==> src/rtl/core/pfnl_pkg.sv <==
// Shared types and constants for the pocket floppy nibble link.
package pfnl_pkg;

  // Outgoing byte queue; depth must be a power of two.
  localparam int unsigned TxqDepth = 512;
  localparam int unsigned TxqAw    = $clog2(TxqDepth);
  localparam int unsigned TxqCntW  = $clog2(TxqDepth + 1);

  // Configuration register indexes.
  localparam int unsigned CfgIdxW = 3;
  localparam logic [CfgIdxW-1:0] CfgDevCode  = 3'd0;
  localparam logic [CfgIdxW-1:0] CfgStartMs  = 3'd1;
  localparam logic [CfgIdxW-1:0] CfgBitGapMs = 3'd2;
  localparam logic [CfgIdxW-1:0] CfgAckMs    = 3'd3;
  localparam logic [CfgIdxW-1:0] CfgSendMs   = 3'd4;
  localparam logic [CfgIdxW-1:0] CfgIdleMs   = 3'd5;

  // Configuration reset values.
  localparam logic [7:0] DevCodeRst  = 8'h41;
  localparam logic [7:0] StartMsRst  = 8'd40;
  localparam logic [7:0] BitGapMsRst = 8'd2;
  localparam logic [7:0] AckMsRst    = 8'd9;
  localparam logic [7:0] SendMsRst   = 8'd5;
  localparam logic [7:0] IdleMsRst   = 8'd50;

  localparam logic [7:0] MsSat = 8'hFF;

  // Item kinds.
  localparam logic KindSample  = 1'b0;
  localparam logic KindEnqueue = 1'b1;

  localparam int unsigned InDataW  = 16;
  localparam int unsigned OutDataW = 40;

  typedef enum logic [5:0] {
    StIdle  = 6'b000001,
    StHold  = 6'b000010,
    StCode  = 6'b000100,
    StGap   = 6'b001000,
    StMatch = 6'b010000,
    StPulse = 6'b100000
  } hs_state_e;

  typedef struct packed {
    logic [7:0] dev_code;
    logic [7:0] start_ms;
    logic [7:0] bit_gap_ms;
    logic [7:0] ack_ms;
    logic [7:0] send_ms;
    logic [7:0] idle_ms;
  } cfg_t;

  typedef struct packed {
    logic       kind;
    logic       ms_tick;
    logic       busy;
    logic       motor;
    logic       dout;
    logic       din;
    logic       sel1;
    logic       sel2;
    logic [7:0] out_byte;
  } item_t;

  // Queue requests from the link control.
  typedef struct packed {
    logic       push;
    logic       pop;
    logic [7:0] wdata;
  } txq_req_t;

  // Queue status toward the link control.
  typedef struct packed {
    logic [TxqCntW-1:0] count;
    logic [TxqCntW-1:0] count_next;
    logic [7:0]         head_byte;
  } txq_sts_t;

  typedef struct packed {
    logic       ack;
    logic [3:0] drive_nibble;
    logic       nibble_sent;
    logic       rx_valid;
    logic [7:0] rx_byte;
    logic       command_end;
    logic       code_valid;
    logic [7:0] code_value;
    logic       enqueue_dropped;
  } result_t;

endpackage

==> src/rtl/core/pfnl_ctrl.sv <==
// Link control: start handshake, device code shifter, nibble receive and send.
module pfnl_ctrl (
  input  logic               clk_i,
  input  logic               rst_ni,
  input  logic               fire_i,
  input  pfnl_pkg::item_t    item_i,
  input  pfnl_pkg::cfg_t     cfg_i,
  input  pfnl_pkg::txq_sts_t txq_i,
  output pfnl_pkg::txq_req_t txq_o,
  output pfnl_pkg::result_t  res_o
);

  pfnl_pkg::hs_state_e step_q, step_d;
  logic       prev_busy_q, prev_busy_d;
  logic       ack_q, ack_d;
  logic [7:0] ms_q, ms_d;
  logic [7:0] shift_q, shift_d;
  logic [2:0] bitcnt_q, bitcnt_d;
  logic [7:0] code_q, code_d;
  logic [3:0] rxlo_q, rxlo_d;
  logic       rxhalf_q, rxhalf_d;
  logic       rxpend_q, rxpend_d;
  logic       txhalf_q, txhalf_d;
  logic [3:0] drv_q, drv_d;

  logic       rise, fall, full;
  logic [3:0] nib;

  assign rise = item_i.busy && !prev_busy_q;
  assign fall = !item_i.busy && prev_busy_q;
  assign full = (txq_i.count == pfnl_pkg::TxqCntW'(pfnl_pkg::TxqDepth));
  assign nib  = {item_i.din, item_i.dout, item_i.sel2, item_i.sel1};

  always_comb begin
    step_d      = step_q;
    prev_busy_d = prev_busy_q;
    ack_d       = ack_q;
    ms_d        = ms_q;
    shift_d     = shift_q;
    bitcnt_d    = bitcnt_q;
    code_d      = code_q;
    rxlo_d      = rxlo_q;
    rxhalf_d    = rxhalf_q;
    rxpend_d    = rxpend_q;
    txhalf_d    = txhalf_q;
    drv_d       = drv_q;
    txq_o       = '0;
    txq_o.wdata = item_i.out_byte;
    res_o       = '0;

    if (fire_i) begin
      if (item_i.kind == pfnl_pkg::KindEnqueue) begin
        txq_o.push            = !full;
        res_o.enqueue_dropped = full;
      end else begin
        if (item_i.ms_tick && (ms_q != pfnl_pkg::MsSat)) begin
          ms_d = ms_q + 8'd1;
        end

        unique case (step_q)
          pfnl_pkg::StIdle: begin
            if (item_i.motor && item_i.dout) begin
              ms_d   = '0;
              step_d = pfnl_pkg::StHold;
            end
          end
          pfnl_pkg::StHold: begin
            if (item_i.motor && item_i.dout) begin
              if (ms_d > cfg_i.start_ms) begin
                step_d = pfnl_pkg::StCode;
                ack_d  = 1'b1;
              end
            end else begin
              step_d = pfnl_pkg::StIdle;
            end
          end
          pfnl_pkg::StCode: begin
            if (item_i.busy) begin
              shift_d  = {item_i.dout, shift_q[7:1]};
              bitcnt_d = bitcnt_q + 3'd1;
              ack_d    = 1'b0;
              if (bitcnt_d == 3'd0) begin
                code_d           = shift_d;
                res_o.code_valid = 1'b1;
                step_d = (shift_d == cfg_i.dev_code) ? pfnl_pkg::StMatch : pfnl_pkg::StIdle;
              end else begin
                step_d = pfnl_pkg::StGap;
                ms_d   = '0;
              end
            end
          end
          pfnl_pkg::StGap: begin
            if (ms_d > cfg_i.bit_gap_ms) begin
              step_d = pfnl_pkg::StCode;
              ack_d  = 1'b1;
            end
          end
          pfnl_pkg::StMatch: begin
            if (!item_i.busy && !item_i.motor) begin
              ack_d    = 1'b1;
              step_d   = pfnl_pkg::StPulse;
              ms_d     = '0;
              shift_d  = '0;
              bitcnt_d = '0;
            end
          end
          pfnl_pkg::StPulse: begin
            if (ms_d > cfg_i.ack_ms) begin
              ack_d  = 1'b0;
              step_d = pfnl_pkg::StIdle;
            end
          end
          default: step_d = pfnl_pkg::StIdle;
        endcase

        // Data phase.
        if ((code_d == cfg_i.dev_code) && (step_d == pfnl_pkg::StIdle)) begin
          priority if ((code_d != '0) && rise && !ack_d) begin
            if (rxhalf_q) begin
              res_o.rx_byte  = {nib, rxlo_q};
              res_o.rx_valid = 1'b1;
              rxhalf_d       = 1'b0;
            end else begin
              rxlo_d   = nib;
              rxhalf_d = 1'b1;
            end
            rxpend_d = 1'b1;
            ack_d    = 1'b1;
            ms_d     = '0;
          end else if ((code_d != '0) && fall && ack_d) begin
            ack_d = 1'b0;
            ms_d  = '0;
          end else if ((txq_i.count != '0) && (ms_d > cfg_i.send_ms) && !item_i.busy
                       && !ack_d) begin
            if (txhalf_q) begin
              drv_d     = txq_i.head_byte[7:4];
              txq_o.pop = 1'b1;
              txhalf_d  = 1'b0;
            end else begin
              drv_d    = txq_i.head_byte[3:0];
              txhalf_d = 1'b1;
            end
            res_o.nibble_sent = 1'b1;
            ack_d             = 1'b1;
          end else if (ack_d && rise) begin
            ack_d = 1'b0;
          end else if ((ms_d > cfg_i.idle_ms) && rxpend_q) begin
            res_o.command_end = 1'b1;
            if (rxhalf_q) begin
              res_o.rx_valid = 1'b1;
              res_o.rx_byte  = {4'd0, rxlo_q};
              rxhalf_d       = 1'b0;
            end
            rxpend_d = 1'b0;
          end else begin
            // nothing due on this sample
          end
        end
        prev_busy_d = item_i.busy;
      end
    end

    res_o.ack          = ack_d;
    res_o.drive_nibble = drv_d;
    res_o.code_value   = code_d;
  end

  always_ff @(posedge clk_i or negedge rst_ni) begin
    if (!rst_ni) begin
      step_q      <= pfnl_pkg::StIdle;
      prev_busy_q <= 1'b0;
      ack_q       <= 1'b0;
      ms_q        <= '0;
      shift_q     <= '0;
      bitcnt_q    <= '0;
      code_q      <= '0;
      rxlo_q      <= '0;
      rxhalf_q    <= 1'b0;
      rxpend_q    <= 1'b0;
      txhalf_q    <= 1'b0;
      drv_q       <= '0;
    end else begin
      step_q      <= step_d;
      prev_busy_q <= prev_busy_d;
      ack_q       <= ack_d;
      ms_q        <= ms_d;
      shift_q     <= shift_d;
      bitcnt_q    <= bitcnt_d;
      code_q      <= code_d;
      rxlo_q      <= rxlo_d;
      rxhalf_q    <= rxhalf_d;
      rxpend_q    <= rxpend_d;
      txhalf_q    <= txhalf_d;
      drv_q       <= drv_d;
    end
  end

endmodule

==> config.mk <==
export PLATFORM = sky130hd
export DESIGN_NAME = pfnl_ctrl
export DESIGN_NICKNAME = d
export VERILOG_FILES = /design/src/rtl/core/pfnl_pkg.sv /design/src/rtl/core/pfnl_ctrl.sv
export SDC_FILE = /design/constraint.sdc
export NUM_CORES = 1
export LEC_CHECK = 0
export BUFFER_PORTS_ARGS = -buffer_cell sky130_fd_sc_hd__buf_2
export CORE_UTILIZATION = 28
export DETAILED_ROUTE_END_ITERATION = 8
export PLACE_DENSITY_LB_ADDON = 0.05
export SLEW_MARGIN = 30
export SYNTH_ARGS = -nofsm -noshare
export SYNTH_HDL_FRONTEND = slang
export SYNTH_SLANG_ARGS = --single-unit
==> constraint.sdc <==
create_clock -name clk_i -period 6.2 [get_ports clk_i]
set_input_delay 1.24 -clock clk_i [delete_from_list [all_inputs] [get_ports clk_i]]
set_output_delay 1.24 -clock clk_i [all_outputs]
set_load 0.02 [all_outputs]
# Word-level counts from Yosys, hierarchy flattened
# Index checks and enable logic that the tools add are counted.
# word_totals
regBits,46
in_bits,95
out_inout_bits,36
# classes
add_sub_neg,2
n_mux,95
eq_ne,16
magnitude_cmp,5
reduce_logical,30
bitwise_logic,4
# ops
op,count
$mux W8,21
$mux W6,9
$gt A8 B8 Y1,5
$mux W1,38
$pmux W6 S6,1
$mux W10,3
$mux W4,7
$mux W9,3
$mux W12,2
$pmux W8 S3,1
$mux W11,2
$eq A8 B8 Y1,2
$pmux W8 S2,1
$logic_and A1 B1 Y1,15
$eq A6 B1 Y1 const B,2
$eq A10 B10 Y1 const B,1
$mux W5,2
$ne A2 B2 Y1 const B,5
$reduce_and A5 Y1,2
$reduce_bool A10 Y1,1
$add A8 B1 Y8 const B,1
$ne A8 B8 Y1 const B,1
$reduce_bool A8 Y1,1
$reduce_and A7 Y1,1
16 further kinds,25

# Longest topological paths before layout
# depth
depth_word,20
ltp_mapped,20

# Worst setup path after synthesis
# OpenSTA, ideal clock, no wires.
# synth_path
path_type,input-to-output
from,input port item_i[13] (netlist bit)
to,output port res_o[21] (netlist bit)
stages,16
setup_slack_ns,0.364
required_ns,4.960
t_arrival_ns,4.596
n_path_buf,2
path_cell_list,buf_2 > and4bb_4 > and2_1 > nand2_1 > a31oi_1 > nor2_1 > ha_1 > nor2b_1 > o211ai_1 > a21oi_1 > a211oi_1 > or4_1 > nor3_1 > buf_2 > nor2_1 > a21oi_1
# synth_rtl
item,line,source
"start, declared",pfnl_ctrl.sv:6,"input pfnl_pkg::item_t item_i,"
"end, declared",pfnl_ctrl.sv:10,output pfnl_pkg::result_t res_o

==> flow_metrics.env <==
export IMPL_status="finished, violations left"
export IMPL_failed_checks="DRC"
export IMPL_clock_fmax_ghz=0.169
export IMPL_p_leak_nw=2.60
export IMPL_yosysWarnings=0
export IMPL_tightest_slew_ps=681
export IMPL_avgSynthCellArea_um2=8.42
export IMPL_area_growth_pct=22.6
export IMPL_ctsLongestPathBuffers=2
export IMPL_ys_seq_area_share_pct=28.4
export IMPL_cts_hold_buffers=0
export IMPL_post_drt_wl_per_cell_um=14.2
export IMPL_period_minus_slack_ps=5910
export IMPL_relSlewSlack_pct=54.4
export IMPL_initial_utilization_pct=28.6
export IMPL_cp_end_kind="output port"
export IMPL_syn_nets=610
export IMPL_antenna_found_initial=0
export IMPL_setup_viol=0
export IMPL_layout_common_cells="buf_2, nand2_1, inv_1"
export IMPL_clock_sinks=45
export IMPL_numPortBuffers=104
export IMPL_synth_edf_count=0
export IMPL_die_area_um2=14700
export IMPL_cp_max_fo=9
export IMPL_r2r_end="rxlo_q[1]"
export IMPL_r2r_setup_slack_ps=1700
export IMPL_period_share_pct=95.3
export IMPL_grt_first_pass_wirelength_mm=17.7
export IMPL_core_area_um2=13900
export IMPL_diodes=0
export IMPL_ctsRootBufferMaster="clkbuf_16"
export IMPL_ir_drop_uv=99.7
export IMPL_hold_violations=0
export IMPL_synth_top_flop_cell="dfrtp_1"
export IMPL_finalNetCount=710
export IMPL_reg2reg_depth=17
export IMPL_grt_usage_pct=15.4
export IMPL_synth_seq_cells=45
export IMPL_maxCapViolCount=0
export IMPL_vias=3582
export IMPL_grt_max_degree=46
export IMPL_whs_path_depth=2
export IMPL_holdCritPathClass="reg2reg"
export IMPL_clk_pin_slew_ps=70
export IMPL_gp_congestion=0.818
export IMPL_cts_tree="built"
export IMPL_netlist_area_um2=3970
export IMPL_first_iter_violations=148
export IMPL_post_dp_hpwl_mm=8.55
export IMPL_start_kind="input port"
export IMPL_postSynthCellCount=472
export IMPL_numCtsBuffers=5
export IMPL_hp_start="prev_busy_q"
export IMPL_layout_commonest_cell="buf_2"
export IMPL_grt_setup_unrepaired="false"
export IMPL_synth_cell_type_count=64
export IMPL_slew_violations=0
export IMPL_antenna_left=0
export IMPL_cts_max_level=2
export IMPL_totalPowerFinal_mw=1.22
export IMPL_io_pins=131
export IMPL_worst_setup_path_type="in2out"
export IMPL_die_w_um=121
export IMPL_grt_pass1_vias=3677
export IMPL_reg2reg_from="ms_q[2]"
export IMPL_cp_data_required_time_ps=4960
export IMPL_final_setup_skew_ps=3.84
export IMPL_crit_arrival_ps=4670
export IMPL_async_flop_share_pct=100
export IMPL_wl_mm=10.7
export IMPL_power_density_nw_per_um2=251
export IMPL_seq_area_um2=1130
export IMPL_drc=1
export IMPL_clk_latency_ps=290
export IMPL_drt_pass1_iterations=6
export IMPL_die_h_um=121
export IMPL_multi_input_area_um2=2560
export IMPL_viasPerCell=4.76
export IMPL_drive_gt1_share_pct=27.2
export IMPL_rows=43
export IMPL_fill_cells=1486
export IMPL_min_to="prev_busy_q"
export IMPL_fin_tns_setup_ps=0
export IMPL_overflow=0
[Yosys cell counts (all sizes together), types with 2 or more instances]
master / number / share of area (%)
xor2: 14 / 3.1
nor2b: 10 / 1.6
o21a: 7 / 1.3
or2: 3 / 0.47
or3: 2 / 0.31
a21oi: 28 / 3.5
nor2: 32 / 3.0
clkbuf: 8 / 0.76
nand4: 16 / 2.9
nor3: 10 / 1.5
nand3: 8 / 1.0
a211o: 2 / 0.44
or4: 2 / 0.47
nand2: 55 / 5.3
ha: 43 / 14
nor4b: 2 / 0.44
o22ai: 2 / 0.31
dfrtp: 44 / 28
xnor2: 10 / 2.4
inv: 46 / 4.3
a21o: 7 / 1.3
buf: 16 / 2.8
mux2i: 7 / 1.8
o211ai: 7 / 1.3
o21ai: 27 / 3.4
nor4: 6 / 1.1
nand2b: 6 / 0.94
o31ai: 2 / 0.38
and2: 6 / 0.94
mux2: 13 / 4.1
nand4b: 2 / 0.82
a211oi: 5 / 1.3
and3: 6 / 0.94
[worst max-delay path by stage]
stage,slack [ps],end,cells past startpoint,start
global route,2,res_o[21],19,item_i[14]
global placement,210,res_o[21],19,item_i[14]
floorplan,360,res_o[21],16,item_i[13]
CTS,160,res_o[21],20,ms_q[2]
detailed placement,160,res_o[21],19,item_i[14]
finish,290,res_o[11],18,item_i[14]
[area by class of cell]
class	count	area share, %
sequential	45	23.1
clock buffer	5	2.57
tap	180	4.62
clock inverter	3	0.950
multi-input combinational	357	52.5
inverter	46	3.54
timing repair buffer	117	12.7
[report_power, final]
part           internal, mW  switching, mW  leakage [nW]  total [mW]
clock network         0.191          0.123        0.0800       0.314
registers             0.339         0.0665         0.604       0.406
logic                 0.219          0.284          1.92       0.503
[stage by stage]
step                setup slack [ps]  area [um2]  utilization (%)  hold slack (ps)  cells
floorplan                        364        3970                -              443    472
global placement                 209        4680             33.7              482    745
detailed placement               162        4680             33.7              485    745
CTS                              160        4850             34.9              502    753
global route                    2.35        4870             35.1              533    753
finish                           291        4870             35.1              500    753
[critical path: stages]
cell and delay (ps):
buf_2 90, o21a_1 230, nand3_1 130, nor2_1 170, xnor2_2 160, inv_1 170
ha_1 330, a211o_1 260, a21oi_1 260, o211ai_1 150, a22oi_1 170, buf_4 160
o211a_1 170, nand2b_2 140, and3_1 180, o2111a_1 310, and2_1 190, buf_2 150
[registers in the layout (all words and copies together) (netlist names)]
name	count
ms_q	8
rxhalf_q	1
ack_q	1
rxlo_q	4
txhalf_q	1
shift_q	7
rxpend_q	1
step_q	6
code_q	8
drv_q	4
bitcnt_q	3
prev_busy_q	1
[per-layer routing]
metal,GRT usage (%),vias up,share of wire (%)
met2,25.1,90,45
met3,2.49,18,4.4
met5,0,-,0
met4,3.70,0,1.3
li1,-,1842,-
met1,21.1,1632,49
[repair_timing]
item,in CTS,in global routing
gates resized for setup,0,4
buffers inserted,0,0
endpoints found under the setup margin,0,16
[logic make-up after synthesis]
| logic type | after synthesis | synth area share, % |
|---|---|---|
| AND/OR/NAND/NOR | 171 | 23.0 |
| AO/OA/AOI/OAI | 99 | 15.9 |
| adder cells (fa/ha/maj) | 43 | 13.5 |
| multiplexers | 20 | 5.83 |
| flip-flops | 45 | 28.4 |
| XOR/XNOR | 24 | 5.48 |
| buffers and inverters | 70 | 7.90 |
Note: power is estimated with default switching activity, not from simulation.
